`config.mk`:
```
export PLATFORM = sky130hd
export DESIGN_NAME = phre_merge
export DESIGN_NICKNAME = d
export VERILOG_FILES = /design/src/rtl/phre_pkg.sv /design/src/rtl/phre_merge.sv
export SDC_FILE = /design/constraint.sdc
export NUM_CORES = 1
export LEC_CHECK = 0
export ABC_AREA = 1
export CAP_MARGIN = 20
export CORE_ASPECT_RATIO = 0.5
export CORE_MARGIN = 10
export CORE_UTILIZATION = 27
export CTS_CLUSTER_SIZE = 40
export DETAILED_ROUTE_END_ITERATION = 10
export DONT_BUFFER_PORTS = 1
export REMOVE_ABC_BUFFERS = 1
export SLEW_MARGIN = 20
export SYNTH_ARGS = -nofsm -noshare
export SYNTH_HDL_FRONTEND = slang
export SYNTH_SLANG_ARGS = --single-unit
```
`constraint.sdc`:
```
create_clock -name clock -period 12.3 [get_ports clock]
set_input_delay 1.845 -clock clock [delete_from_list [all_inputs] [get_ports clock]]
set_output_delay 1.845 -clock clock [all_outputs]
set_load 0.02 [all_outputs]
```
`src/rtl/phre_pkg.sv`:
```
package phre_pkg;

   // Field widths of the channels
   localparam int DATA_W     = 32;
   localparam int ACT_W      = 2;
   localparam int IDX_W      = 2;
   localparam int CNT_S_W    = 3;
   localparam int CNT_P_W    = 2;
   localparam int CSR_ADDR_W = 2;
   localparam int CSR_DATA_W = 8;

   // Result vector sizes seen on the response channel
   localparam int OUT_STATES = 4;
   localparam int OUT_PORTS  = 2;

   // Arithmetic widths: J-R difference, exact product, wide accumulator
   localparam int DIFF_W = DATA_W + 1;
   localparam int PROD_W = 2 * DATA_W + 1;
   localparam int WIDE_W = PROD_W + 3;

   // Transaction action codes
   localparam logic [ACT_W-1:0] ACT_WRITE_J = 2'd0;
   localparam logic [ACT_W-1:0] ACT_WRITE_R = 2'd1;
   localparam logic [ACT_W-1:0] ACT_WRITE_G = 2'd2;
   localparam logic [ACT_W-1:0] ACT_EVAL    = 2'd3;

   // Control register indexes and reset values
   localparam logic [CSR_ADDR_W-1:0] CSR_STATE_COUNT = 2'd0;
   localparam logic [CSR_ADDR_W-1:0] CSR_PORT_COUNT  = 2'd1;
   localparam logic [CNT_S_W-1:0]    STATE_COUNT_RESET = 3'd2;
   localparam logic [CNT_P_W-1:0]    PORT_COUNT_RESET  = 2'd1;

   typedef logic signed [DATA_W-1:0] q_type;
   typedef logic signed [DIFF_W-1:0] diff_type;
   typedef logic signed [PROD_W-1:0] prod_type;
   typedef logic signed [WIDE_W-1:0] wide_type;

   localparam q_type Q_MAX = 32'sh7FFF_FFFF;
   localparam q_type Q_MIN = 32'sh8000_0000;

   typedef struct packed {
      q_type value;
      logic  ov;
   } sat_type;

   // Load strobes for pipeline stages 2 through 5
   typedef struct packed {
      logic s2;
      logic s3;
      logic s4;
      logic s5;
   } stage_en_type;

   // Clamp a wide sum to signed 32 bits and flag the clamp
   function automatic sat_type sat_q(input wide_type v);
      sat_type s;
      if (v > WIDE_W'(Q_MAX)) begin
         s.value = Q_MAX;
         s.ov    = 1'b1;
      end else if (v < WIDE_W'(Q_MIN)) begin
         s.value = Q_MIN;
         s.ov    = 1'b1;
      end else begin
         s.value = v[DATA_W-1:0];
         s.ov    = 1'b0;
      end
      return s;
   endfunction

endpackage

```
`src/rtl/phre_merge.sv`:
```
module phre_merge #(
   parameter int NS = 4,
   parameter int NP = 2
) (
   input  logic                   clock,
   input  phre_pkg::stage_en_type en,
   input  phre_pkg::q_type        rate [NS],
   input  phre_pkg::wide_type     diss [NS],
   input  logic [NS-1:0]          row_ov,
   input  phre_pkg::q_type        port [NP],
   input  phre_pkg::wide_type     sup [NP],
   input  logic [NP-1:0]          port_ov,
   output phre_pkg::q_type        rate_out [phre_pkg::OUT_STATES],
   output phre_pkg::q_type        port_out [phre_pkg::OUT_PORTS],
   output phre_pkg::q_type        power,
   output logic                   overflow
);
   import phre_pkg::*;

   wide_type bal;
   sat_type  bal_sat;
   logic     ov_any;
   q_type    rate5_ff [OUT_STATES];
   q_type    port5_ff [OUT_PORTS];
   q_type    power5_ff;
   logic     ov5_ff;

   // Power balance: supplied minus dissipated, then one clamp
   always_comb begin
      bal = '0;
      for (int k = 0; k < NP; k++) begin
         bal = bal + sup[k];
      end
      for (int i = 0; i < NS; i++) begin
         bal = bal - diss[i];
      end
      bal_sat = sat_q(bal);
      ov_any  = bal_sat.ov | (|row_ov) | (|port_ov);
   end

   always_ff @(posedge clock) begin
      if (en.s5) begin
         power5_ff <= bal_sat.value;
         ov5_ff    <= ov_any;
      end
   end

   // Result register; lanes that are not built read as zero
   for (genvar i = 0; i < OUT_STATES; i++) begin : g_rate
      if (i < NS) begin : g_used
         always_ff @(posedge clock) begin
            if (en.s5) begin
               rate5_ff[i] <= rate[i];
            end
         end
      end else begin : g_zero
         always_ff @(posedge clock) begin
            if (en.s5) begin
               rate5_ff[i] <= '0;
            end
         end
      end
      assign rate_out[i] = rate5_ff[i];
   end

   for (genvar k = 0; k < OUT_PORTS; k++) begin : g_port
      if (k < NP) begin : g_used
         always_ff @(posedge clock) begin
            if (en.s5) begin
               port5_ff[k] <= port[k];
            end
         end
      end else begin : g_zero
         always_ff @(posedge clock) begin
            if (en.s5) begin
               port5_ff[k] <= '0;
            end
         end
      end
      assign port_out[k] = port5_ff[k];
   end

   assign power    = power5_ff;
   assign overflow = ov5_ff;

endmodule

```
# Word-level counts from Yosys, hierarchy flattened
# Memories as Yosys holds them, arrays and structs flattened.
# Cells that the tools add are included.
# totals
inputBits	611
wordCells	19
ram_bits	192
mem_count	2
ff_bits	33
out_inout_bits	225
# memory_table
name	depth	width	rd	rd_ports_with_merged_regs	write_ports	line	rtl
rate5_ff	4	32	4	0	4	phre_merge.sv:23	q_type rate5_ff [OUT_STATES];
port5_ff	2	32	2	0	2	phre_merge.sv:24	q_type port5_ff [OUT_PORTS];
# op_classes
n_reduce_logical	2
n_mux	4
add_sub_neg	5
bitwise_logic	2
magnitude_cmp	2
# ops
cell	n
68-bit subtractor	4
68-bit adder	1
68-bit by 32-bit greater-than comparator with 1-bit output (second input constant)	1
68-bit by 32-bit less-than comparator with 1-bit output (second input constant)	1
33-bit 2-to-1 mux	1
4-bit OR reduction	1
1-bit 2-to-1 mux	3
1-bit OR	2
2-bit OR reduction	1

# Longest topological paths before layout
# Gate-level depths: netlist (run 1).
# depth
word_depth	10
ltp_mapped	32
mapped_depth_nobuf	31

# Least setup slack after synthesis (run 1)
# Ideal clock, no wire load.
# synth_path
path_type	input to register
startpoint	input port diss[69] (netlist name)
endpoint	register ov5_ff (netlist: overflow) (data pin)
t_required_ps	12036
path_stages	27
path_buffers	1
arrival_time_ps	5529
setup_ps	264
path_slack_ps	6507
cell_sequence	inv_1 -> fa_1 -> fa_1 -> inv_1 -> fa_1 -> fa_1 -> inv_1 -> nand3_1 -> nand2_2 -> nand2_1 -> nand2_1 -> nand2_1 -> nand2_1 -> nand2_1 -> nand2_1 -> nand3_2 -> nand2_1 -> nand2_1 -> nand2_1 -> nand2_1 -> nor2_1 -> nand2_1 -> nor2_2 -> nand3_2 -> nand2_4 -> buf_6 -> nand3_1
# synth_between
elab_chain_len	7
word_cells_on_any_way	8
classes_between	add/sub (2); order compare (2); mux (2); bitwise (2)
# synth_lines
element	line	rtl
start: declaration	phre_merge.sv:8	input phre_pkg::wide_type diss [NS],
68-bit subtractor * (2 in series)	phre_merge.sv:35	bal = bal - diss[i];
68-bit by 32-bit less-than comparator with 1-bit output	phre_pkg.sv:60	end else if (v < WIDE_W'(Q_MIN)) begin
33-bit 2-to-1 mux	phre_pkg.sv:60	
1-bit 2-to-1 mux *	phre_pkg.sv:57	if (v > WIDE_W'(Q_MAX)) begin
1-bit OR * (2 in series)	phre_merge.sv:38	ov_any = bal_sat.ov | (|row_ov) | (|port_ov);
net ov_any	phre_merge.sv:22	logic ov_any;
end signal: assignment	phre_merge.sv:44	ov5_ff <= ov_any;
end: declaration	phre_merge.sv:26	logic ov5_ff;
# The timed path passes the listed nets; every way through them passes the cells marked *.
# A chain may end at the register's enable or synchronous reset.

# Worst setup path after layout (run 1)
# layout_path
startpoint	input port diss[73] (netlist name)
endpoint	register power5_ff[6] (netlist: power[6]) (data pin)
# layout_between
elab_chain_len	4
word_cells_on_any_way	5
classes_between	add/sub (2); order compare (2); mux (1)
# layout_lines
element	line	rtl
68-bit subtractor * (2 in series)	phre_merge.sv:35	
68-bit by 32-bit less-than comparator with 1-bit output	phre_pkg.sv:60	
33-bit 2-to-1 mux	phre_pkg.sv:60	
end signal: assignment	phre_merge.sv:43	power5_ff <= bal_sat.value;
end: declaration	phre_merge.sv:25	q_type power5_ff;
# Mark *: on every way between the ends. The rest lies on a longest branch, timed or not.

==> results of run 1 <==
## cell usage after synthesis (8+ instances only)
master      n
a21oi_1    72
edfxtp_1  225
fa_1      267
ha_1       68
inv_1     912
nand2_1   754
nand2_2    13
nand3_1    91
nand3b_1   18
nand4_1    25
nor2_1    148
nor2_2     12
nor3_1     16
o21ai_0    23
o21bai_1    8
xnor2_1     9
xor2_1     11
## worst max-delay path, delay by kind of cell
| kind | cells | cell delay, ns |
|---|---|---|
| AND/OR/NAND/NOR | 17 | 2.88 |
| adder cells (fa/ha/maj) | 4 | 2.13 |
| buffers and inverters | 3 | 0.17 |
## power groups by stage
stage | Sequential (W) | Clock (W) | Combinational, W
detailed placement | 0.00128 | 0 | 0.00439
floorplan | 0.00121 | 0 | 0.00311
global route | 0.00126 | 0.000815 | 0.00503
global placement | 0.00128 | 0 | 0.00435
finish | 0.00126 | 0.000756 | 0.00439
CTS | 0.00127 | 0.000776 | 0.00441
## cells by family (layout without fill, tap and decap cells)
family	count (synthesis)	after routing
and+or+nand+nor	1102	1102
other	0	8
buffers and inverters	920	959
DFF	225	225
xor gates and xnor gates	20	20
adders and majority gates	335	335
AOI/OAI and AO/OA	104	104
## cells in the final DEF (no fill, tap or decap), types with 2 or more instances in the layout
master      synthesis  routed
inv_1             912     912
nand2_1           754     754
fa_1              267     267
edfxtp_1          225     225
nor2_1            148     148
nand3_1            91      91
a21oi_1            72      72
ha_1               68      68
nand4_1            25      25
clkbuf_16           0      25
o21ai_0            23      23
nand3b_1           18      18
nor3_1             16      16
nand2_2            13      13
nor2_2             12      12
xor2_1             11      11
xnor2_1             9       9
diode_2             0       8
o21bai_1            8       8
clkinv_1            1       8
nand3_2             6       6
and2_1              5       5
nor3_2              4       4
nor4_1              4       4
clkinvlp_4          0       3
bufinv_16           0       3
nor2_4              2       2
clkinv_2            0       2
inv_6               0       2
clkbuf_1            0       2
## registers in the layout (all words and copies together) (netlist names)
signal,cells
rate5_ff,128
port5_ff,64
power,32
overflow,1
## layer usage
layer  routed length (um)  share of wire (%)  vias to the layer above  GRT usage (%)
li1                     -                  -                     7921              -
met1                31200                 39                     8053           19.5
met2                42600                 53                      546           30.3
met3                 4280                5.4                       80           2.61
met4                 1820                2.3                        2           3.98
met5                   12              0.015                        -              0
## final timing paths
| check | from | to | slack (ns) |
|---|---|---|---|
| hold / removal | rate[87] | rate5_ff[1][23] | 1.38 |
| setup / recovery | diss[73] | power[6] | 5.51 |
## cell type report
cell class                      instances  area share (%)
Multi-Input combinational cell       1561            48.2
Sequential cell                       225            28.3
Clock buffer                           27            2.65
Inverter                              914            14.4
Clock inverter                         18           0.780
Antenna cell                            8          0.0838
Tap cell                             1087            5.69
## through the flow
step                      instance area (um^2)  util [%]  std cells
final                                    23900      30.0       3840
after global placement                   23100      28.9       3787
after CTS                                23900      30.0       3832
after detailed placement                 23100      28.9       3787
after floorplan                          21700         -       2700
after global routing                     23900      30.0       3837
==> summary.md, run 1 <==
| Metric | Value |
|---|---|
| Status | finished, final reports clean |
| Main flop type after synthesis | edfxtp_1 |
| Starting Density | 27.3% |
| Post-synthesis compound-gate area fraction | 2.50% |
| Die Height | 221 um |
| Setup CP Type | in -> reg |
| Synthesis-to-layout area growth | 9.80% |
| CP Capture Type | flop |
| Core area | 79,600 um^2 |
| Die Footprint | 93,000 um^2 |
| # fillers | 8,608 |
| CTS H-tree depth | 1 |
| Pin count of the biggest net entering global routing | 226 |
| Max_slew headroom | 47.6% |
| Worst path cell trace | inv_1, fa_1, fa_1, inv_1, fa_1, inv_1, ha_1, nand2_1, nor2_2, nand3_1, nand3_1, nand2_1, nand2_1, nand2_1, nand2_1, nand2_1, nor2_1, nand3_1, nor2_1, nand2_1, nor2_1, nand3_1, nand3_2, nand2_1 |
| Max Slew Vio Count | 0 |
| Post-synthesis mux area share | 0% |
| Multi-input combinational cell area | 11,500 um^2 |
| Clock transition at path regs | 0.06 ns |
| IO Port Bufs | 0 |
| Cts-stage hold buffer count | 0 |
| Switching share of total power | 55.6% |
| Post-Syn Area | 21,800 um^2 |
| Hold Vio Cnt, Final | 0 |
| Critical path's largest stage delay | 0.63 ns |
| Comb pwr share | 68.6% |
| Total negative slack | 0 ns |
| Dpl ws | 4.97 ns |
| Synth top area cells | edfxtp_1 31%, fa_1 25%, inv_1 16%, nand2_1 13%, ha_1 3.9% |
| Worst EP required | 12.57 ns |
| Overall routed net length | 79.9 mm |
| Cells after Synth | 2,706 |
| Reg area | 6760 um^2 |
| Synth area leader | edfxtp_1 |
| Leak pwr | 12.5 nW |
| Buffer count from post-CTS setup fixing | 0 |
| RSZ-0062 raised after global routing | no |
| Sequential share of power | 19.6% |
| CTS root buffer | clkbuf_16 |
| Post-Syn Area per Cell | 8.04 um^2 |
| Synth Area in Simple Gates | 21.1% |
| Vias in the first global route | 17,225 |
| Clk buf depth | 3 |
| Die W | 422 um |
| CP Data Arrival Time | 7.06 ns |
| Post-synthesis sequential area ratio | 31.0% |
| XOR/XNOR share of the synthesized area | 0.805% |
| Least-Margin Pin Slew | 0.780 ns |
| DP Wirelength | 72.4 mm |
| Number of setup violations in the final report | 0 |
| Nets | 3,673 |
| Initial DRC count | 1,005 |
| Power density cells | 268 nW/um^2 |
| Crit-path slowest cell | fa_1 |
| Total track usage | 16.2% |
| Clk pwr share | 11.8% |
| Worst Hold Class | in -> reg |
| VDD IR-drop max | 0.124 mV |
| Critical path launch point type | input port |
| Ratio of cells with drive above 1 in the final layout | 2.81% |
| Fraction of the mapped netlist area in adder cells | 28.5% |
| Tcrit/Tclk final | 55.2% |
| Yosys top cell area share | 31.0% |
| # IOs | 836 |
| CP dominant cell by count | nand2_1 |
| Routed vias/inst | 4.32 |
| CTS sink cnt | 225 |
| Post-cts resize count | 0 |
| Number of CTS-inserted buffers | 25 |
| DR DRC count | 0 |
| Ys async rst share | 0% |
| Synth Warn # | 0 |
| Antenna violations before repair | 19 |
| Maxcap violations | 0 |
| Total power | 0.00641 W |
| Row count | 73 |
| Power Internal | 0.00285 W |
| DR WL/cell | 20.8 um |
| Grt total ovfl | 0 |
| Fmax | 147 MHz |
| Post-layout min period | 6.79 ns |
| Final WS setup | 5.51 ns |
| RePlAce Congestion | 0.902 |
| Distinct cells, synth | 30 |
| Hold slack final | 1.38 ns |
| Post-synth EDFFs | 225 |
| Largest family of logic cells by synthesized area | adder cells |
| Psw | 0.00356 W |
| CTS tree | built |
| Routed vias | 16,602 |
| Register bit count reported by yosys | 225 |
| Hold path depth | 0 |
| DR pass1 iterations | 5 |
| First-pass GRT wire length | 112 mm |
| ANT nets after route | 0 |
| Crit Path Max Fanout | 32 |
(Power assumes the default switching activity.)
==> inputs of run 2 (changes only) <==
--- a/config.mk
+++ b/config.mk
@@ -5,7 +5,7 @@
 export SDC_FILE = /design/constraint.sdc
 export NUM_CORES = 1
 export LEC_CHECK = 0
-export ABC_AREA = 1
+export ABC_AREA = 0
 export CAP_MARGIN = 20
 export CORE_ASPECT_RATIO = 0.5
 export CORE_MARGIN = 10
==> constraint.sdc (replaced) <==
create_clock -name clock -period 6.3 [get_ports clock]
set_input_delay 0.945 -clock clock [delete_from_list [all_inputs] [get_ports clock]]
set_output_delay 0.945 -clock clock [all_outputs]
set_load 0.02 [all_outputs]
==> run 2 against run 1 <==
- sequential power is 98% higher
- worst setup slack worse by 5.3 ns
- global-route usage is 1.7 points lower
- die area is 8.5% lower
- area after synthesis is 9.1% lower
- clock power is 93% higher
- first-iteration DRC count is 33% lower
- power is 120% higher
==> summary.md, run 2 <==
| Metric | Value |
|---|---|
| Status | finished, final reports clean (unchanged) |
| Fmax | 164 MHz |
| Max Slew Vio Count | 0 (unchanged) |
| Maxcap violations | 0 (unchanged) |
| Setup CP Type | in -> reg (unchanged) |
| Crit Path Max Fanout | 18 (was 32) |
| Row count | 70 (was 73) |
| Critical path's largest stage delay | 0.56 ns (was 0.63 ns) |
| Most common cell after layout, fill and taps aside | inv_1 (unchanged) |
| DR WL/cell | 21.1 um (was 20.8 um) |
| DP Area | 22,600 um^2 (was 23,100 um^2) |
| CTS sink cnt | 225 (unchanged) |
| Post-layout min period | 6.10 ns |
| Most frequent cells in the layout | 585 x inv_1, 266 x fa_1, 244 x buf_4 (was 912 x inv_1, 754 x nand2_1, 267 x fa_1) |
| Routed vias/inst | 4.50 (was 4.32) |
| Commonest cells post-synth | 585 x inv_1, 267 x fa_1, 225 x edfxtp_1, 94 x a21oi_1, 83 x nand2_1 (was 912 x inv_1, 754 x nand2_1, 267 x fa_1, 225 x edfxtp_1, 148 x nor2_1) |
| Least-Margin Pin Slew | 0.716 ns (was 0.780 ns) |
| Synthesis-to-layout area growth | 19.4% (was 9.80%) |
| # IOs | 836 (unchanged) |
| Ys async rst share | 0% (unchanged) |
| Pin count of the biggest net entering global routing | 226 (unchanged) |
| Hold Path Origin | rate[101] (was rate[87]) |
| ANT nets after route | 0 (unchanged) |
| Routed vias | 13,974 (was 16,602) |
| Yosys top cell area share | 34.1% (was 31.0%) |
| Ratio of cells with drive above 1 in the final layout | 17.2% (was 2.81%) |
| Clk buf depth | 3 (unchanged) |
| Final Instance Area | 23,600 um^2 (was 23,900 um^2) |
| Number of CTS-inserted buffers | 25 (unchanged) |
| Distinct cells, synth | 78 (was 30) |
| Synth top area cells | edfxtp_1 34%, fa_1 27%, inv_1 11%, ha_1 4.3%, a21oi_1 2.4% (was edfxtp_1 31%, fa_1 25%, inv_1 16%, nand2_1 13%, ha_1 3.9%) |
| DP Wirelength | 58.0 mm (was 72.4 mm) |
| Max reg flops | 128 (unchanged) |
| CTS tree | built (unchanged) |
| Worst Hold Class | in -> reg (unchanged) |
| Total track usage | 14.5% (was 16.2%) |
| Hold Vio Cnt, Final | 0 (unchanged) |
| Hold path depth | 0 (unchanged) |
| Register bit count reported by yosys | 225 (unchanged) |
| Critical path launch point type | input port (unchanged) |
| Vias in the first global route | 15,426 (was 17,225) |
| Overall routed net length | 65.6 mm (was 79.9 mm) |
| CP Data Arrival Time | 6.39 ns (was 7.06 ns) |
| Worst EP required | 6.58 ns (was 12.57 ns) |
| Grt total ovfl | 0 (unchanged) |
| Most flops, register | rate5_ff (unchanged) |
| # fillers | 7,294 (was 8,608) |
| IO Port Bufs | 0 (unchanged) |
| Synth Warn # | 0 (unchanged) |
| Antenna violations before repair | 13 (was 19) |
| Starting Density | 27.2% (was 27.3%) |
| Main flop type after synthesis | edfxtp_1 (unchanged) |
| Post-synth EDFFs | 225 (unchanged) |
| Post-Syn Area | 19,800 um^2 (was 21,800 um^2) |
| Crit-path slowest cell | or4_4 (was fa_1) |
| First-pass GRT wire length | 94.9 mm (was 112 mm) |
| Hold slack final | 0.501 ns (was 1.38 ns) |
| CTS root buffer | clkbuf_16 (unchanged) |
| Cts-stage hold buffer count | 0 (unchanged) |
| Cells after Synth | 1,891 (was 2,706) |
| Core area | 72,800 um^2 (was 79,600 um^2) |
| VDD IR-drop max | 0.326 mV (was 0.124 mV) |
| Die W | 403 um (was 422 um) |
| Worst path cell trace | inv_1, fa_1, inv_1, fa_1, fa_1, inv_1, ha_1, nand4_1, or4_4, nand2b_1, buf_4, a311oi_4, a311oi_4, o31ai_2, buf_4, xnor2_1, nand3_1, nor4_1, nand4_1, buf_4, o21bai_4, buf_12, a21oi_1 (was inv_1, fa_1, fa_1, inv_1, fa_1, inv_1, ha_1, nand2_1, nor2_2, nand3_1, nand3_1, nand2_1, nand2_1, nand2_1, nand2_1, nand2_1, nor2_1, nand3_1, nor2_1, nand2_1, nor2_1, nand3_1, nand3_2, nand2_1) |
| CTS H-tree depth | 1 (unchanged) |
| DR DRC count | 0 (unchanged) |
| Max_slew headroom | 51.8% (was 47.6%) |
| Post-Syn Area per Cell | 10.5 um^2 (was 8.04 um^2) |
| Number of setup violations in the final report | 0 (unchanged) |
| Leak pwr | 10.8 nW (was 12.5 nW) |
| Clock transition at path regs | 0.07 ns (was 0.06 ns) |
| Critical Path Source | diss[166] (was diss[73]) |
| Synth area leader | edfxtp_1 (unchanged) |
| Initial DRC count | 677 (was 1,005) |
| DR pass1 iterations | 5 (unchanged) |
| Post-synthesis sequential area ratio | 34.1% (was 31.0%) |
| Power density cells | 588 nW/um^2 (was 268 nW/um^2) |
| CP Capture Type | flop (unchanged) |
| Final Core Density | 32.4% (was 30.0%) |
| RePlAce Congestion | 0.865 (was 0.902) |
| Nets | 3,058 (was 3,673) |
| Tcrit/Tclk final | 96.9% |
| Top-count cell post-synth | inv_1 (unchanged) |
| Die Height | 211 um (was 221 um) |
| Die Footprint | 85,200 um^2 (was 93,000 um^2) |
| Total negative slack | 0 ns (unchanged) |
run 2: worst max-delay path: cells and delay by family:
family	cells	cell delay (ns)
xor+xnor	1	0.11
buf+inv	7	0.86
simple gates	6	1.49
compound gates	5	1.05
fa+ha+maj	4	1.92
run 2: metal layers:
layer	global-route usage, %	wire length [um]	vias up	part of all wire, %
met5	0	33	-	0.050
met4	3.47	1330	6	2.0
met3	3.00	3440	81	5.2
met2	28.2	36700	387	56
met1	16.1	24200	7035	37
li1	-	-	6465	-
run 2: kinds of logic after synthesis:
family / synth area share (%)
AO/OA/AOI/OAI: 10.8
multiplexers: 0.221
AND/OR/NAND/NOR: 8.16
adder cells (fa/ha/maj): 31.3
buffers and inverters: 12.6
XOR/XNOR: 2.78
flip-flops: 34.1
run 2: final timing paths:
path	end	slack, ns
setup / recovery	power[23]	0.20
hold / removal	rate5_ff[0][5]	0.50
run 2: repair_timing:
item | CTS | global route
buffers inserted | 0 | 2
setup endpoints to repair | 0 | 32
gates resized for setup | 0 | 32
run 2: cell type report:
| class | count | area [um^2] | share of cell area, % |
|---|---|---|---|
| diodes | 4 | 10.0 | 0.0424 |
| clock buffers | 28 | 637 | 2.70 |
| clock inverters | 16 | 178 | 0.752 |
| inverters | 585 | 2200 | 9.30 |
| multi-input cells | 1028 | 10700 | 45.4 |
| flip-flops and latches | 225 | 6760 | 28.6 |
| well taps | 972 | 1220 | 5.15 |
| repair buffers | 247 | 1890 | 8.01 |
run 2: power by group:
group | internal [W] | switching, W | leakage (nW) | total [W]
combinational | 0.00454 | 0.00538 | 8.20 | 0.00992
clock | 0.000857 | 0.000603 | 0.395 | 0.00146
sequential | 0.00207 | 0.000433 | 2.20 | 0.00250
total | 0.00747 | 0.00641 | 10.8 | 0.0139
run 2: metrics by stage:
stage                     worst slack (ns)  power, W  cells
after global routing               -0.0125    0.0151   3104
after global placement              -0.446    0.0122   3055
after detailed placement            -0.513    0.0122   3055
final                                0.196    0.0139   3105
after CTS                           0.0256    0.0138   3099
after floorplan                     -0.219   0.00808   1838
==> inputs of run 3 (changes only) <==
--- a/config.mk
+++ b/config.mk
@@ -5,14 +5,14 @@
 export SDC_FILE = /design/constraint.sdc
 export NUM_CORES = 1
 export LEC_CHECK = 0
-export ABC_AREA = 0
+export ABC_AREA = 1
+export BUFFER_PORTS_ARGS = -buffer_cell sky130_fd_sc_hd__buf_2
 export CAP_MARGIN = 20
 export CORE_ASPECT_RATIO = 0.5
 export CORE_MARGIN = 10
 export CORE_UTILIZATION = 27
 export CTS_CLUSTER_SIZE = 40
 export DETAILED_ROUTE_END_ITERATION = 10
-export DONT_BUFFER_PORTS = 1
 export REMOVE_ABC_BUFFERS = 1
 export SLEW_MARGIN = 20
 export SYNTH_ARGS = -nofsm -noshare
==> run 3 against run 2 <==
- wire length increased by 29%
- critical path depth increased by 3
- power decreased by 5.8%
- clock power increased by 3%
- final cell count increased by 51%
- global-route usage increased by 2.7 points
- flip-flop and latch count unchanged
- design area increased by 20%
- hold slack improved by 0.072 ns
==> summary.md, run 3 (same netlist as run 1, synthesis figures left out) <==
| Metric | Value |
|---|---|
| Status | finished, final reports clean (unchanged) |
| DR DRC count | 0 (unchanged) |
| CTS H-tree depth | 1 (unchanged) |
| Most flops, register | rate5_ff (unchanged) |
| Ratio of cells with drive above 1 in the final layout | 26.0% (was 17.2%) |
| CP Capture Type | flop (unchanged) |
| Synthesis-to-layout area growth | 30.1% (was 19.4%) |
| Cell family with most CP delay | simple AND/OR/NAND/NOR gates (was adder cells) |
| Clock transition at path regs | 0.06 ns (was 0.07 ns) |
| VDD IR-drop max | 0.194 mV (was 0.326 mV) |
| Leak pwr | 16.0 nW (was 10.8 nW) |
| Max Slew Vio Count | 0 (unchanged) |
| Buffer count from post-CTS setup fixing | 0 (unchanged) |
| Starting Density | 27.3% (was 27.2%) |
| CTS root buffer | clkbuf_16 (unchanged) |
| DP Wirelength | 77.0 mm (was 58.0 mm) |
| Sequential share of power | 15.7% (was 18.0%) |
| Crit Path Max Fanout | 21 (was 18) |
| Total negative slack | 0 ns (unchanged) |
| CTS tree | built (unchanged) |
| Routed vias/inst | 4.22 (was 4.50) |
| Hold Path Origin | port[17] (was rate[101]) |
| Total track usage | 17.3% (was 14.5%) |
| Die Height | 221 um (was 211 um) |
| Clk pwr share | 11.5% (was 10.5%) |
| Vias in the first global route | 20,480 (was 15,426) |
| Crit-path slowest cell | fa_1 (was or4_4) |
| Total power | 0.0131 W (was 0.0139 W) |
| Clk buf depth | 3 (unchanged) |
| Core area | 79,600 um^2 (was 72,800 um^2) |
| RSZ-0062 raised after global routing | no |
| Tcrit/Tclk final | 87.3% (was 96.9%) |
| Row count | 73 (was 70) |
| Power density cells | 462 nW/um^2 (was 588 nW/um^2) |
| Pin count of the biggest net entering global routing | 123 (was 226) |
| Maxcap violations | 0 (unchanged) |
| # IOs | 836 (unchanged) |
| Final Instance Area | 28,300 um^2 (was 23,600 um^2) |
| Critical Path Source | diss[7] (was diss[166]) |
| IO Port Bufs | 832 (was 0) |
| Hold Vio Cnt, Final | 0 (unchanged) |
| Overall routed net length | 84.8 mm (was 65.6 mm) |
| CTS sink cnt | 225 (unchanged) |
| CP Data Arrival Time | 5.75 ns (was 6.39 ns) |
| Placed insts | 4,644 (was 3,055) |
| Initial DRC count | 1,331 (was 677) |
| Routed vias | 19,815 (was 13,974) |
| Comb pwr share | 72.8% (was 71.5%) |
| Psw | 0.00708 W (was 0.00641 W) |
| Nets | 4,530 (was 3,058) |
| Antenna violations before repair | 27 (was 13) |
| DP Area | 27,500 um^2 (was 22,600 um^2) |
| RePlAce Congestion | 0.955 (was 0.865) |
| Switching share of total power | 54.1% (was 46.2%) |
| Most common cell after layout, fill and taps aside | inv_1 (unchanged) |
| DR pass1 iterations | 6 (was 5) |
| Post-layout min period | 5.50 ns (was 6.10 ns) |
| Cts-stage hold buffer count | 0 (unchanged) |
| Critical path's largest stage delay | 0.65 ns (was 0.56 ns) |
| First-pass GRT wire length | 122 mm (was 94.9 mm) |
| Most frequent cells in the layout | 912 x inv_1, 831 x buf_2, 754 x nand2_1 (was 585 x inv_1, 266 x fa_1, 244 x buf_4) |
| Number of setup violations in the final report | 0 (unchanged) |
| Max reg flops | 128 (unchanged) |
| ANT nets after route | 0 (unchanged) |
| Setup CP Type | in -> reg (unchanged) |
| Critical path launch point type | input port (unchanged) |
| Worst Hold Class | in -> reg (unchanged) |
| Post-cts resize count | 0 (unchanged) |
| Least-Margin Pin Slew | 0.887 ns (was 0.716 ns) |
| Die Footprint | 93,000 um^2 (was 85,200 um^2) |
| Power Internal | 0.00600 W (was 0.00747 W) |
| Number of CTS-inserted buffers | 25 (unchanged) |
| Die W | 422 um (was 403 um) |
| DR WL/cell | 18.0 um (was 21.1 um) |
| CP dominant cell by count | nand3_1 |
| Worst EP required | 6.56 ns (was 6.58 ns) |
| Fin cells | 4,701 (was 3,105) |
| Grt total ovfl | 0 (unchanged) |
| Max_slew headroom | 40.9% (was 51.8%) |
| Fmax | 182 MHz (was 164 MHz) |
| Buf/Inv on CP | 6 (was 7) |
-- run 3: per-layer routing --
layer  part of all wire, %  wire length (um)  track usage, %  up-vias
li1                      -                 -               -     9627
met5                 0.046                39               0        -
met4                   3.0              2520            5.20        6
met1                    39             32700            20.9     9451
met3                   6.3              5340            2.59      114
met2                    52             44200            31.7      617
-- run 3: power by group through the flow --
| stage | Clock [W] | Combinational (W) | Sequential [W] |
|---|---|---|---|
| 6_report | 0.00151 | 0.00952 | 0.00205 |
| 2_1_floorplan | 0 | 0.00606 | 0.00236 |
| 3_5_place_dp | 0 | 0.00950 | 0.00208 |
| 5_1_grt | 0.00160 | 0.0108 | 0.00207 |
| 4_1_cts | 0.00155 | 0.00956 | 0.00205 |
| 3_3_place_gp | 0 | 0.00943 | 0.00208 |
-- run 3: area by class of cell --
| class | instances | area [um^2] |
|---|---|---|
| fill | 8513 | 51300 |
| tap | 1087 | 1360 |
| clock buffer | 28 | 637 |
| multi-input combinational | 1561 | 11500 |
| inverter | 914 | 3430 |
| timing repair buffer | 857 | 4400 |
| sequential | 225 | 6760 |
| antenna | 12 | 30.0 |
| clock inverter | 17 | 195 |
-- run 3: path summary, 6_finish.rpt --
check	end	slack, ns	cells after the start
setup / recovery	overflow	0.80	26
hold / removal	port5_ff[0][49]	0.57	1
-- run 3: metrics by stage --
stage	util [%]	hold WS [ns]	worst slack, ns
4_1_cts	35.5	0.536	0.826
6_report	35.6	0.573	0.803
3_3_place_gp	34.5	1.12	0.299
3_5_place_dp	34.5	1.12	0.255
2_1_floorplan	-	1.04	1.26
5_1_grt	35.5	0.545	0.381
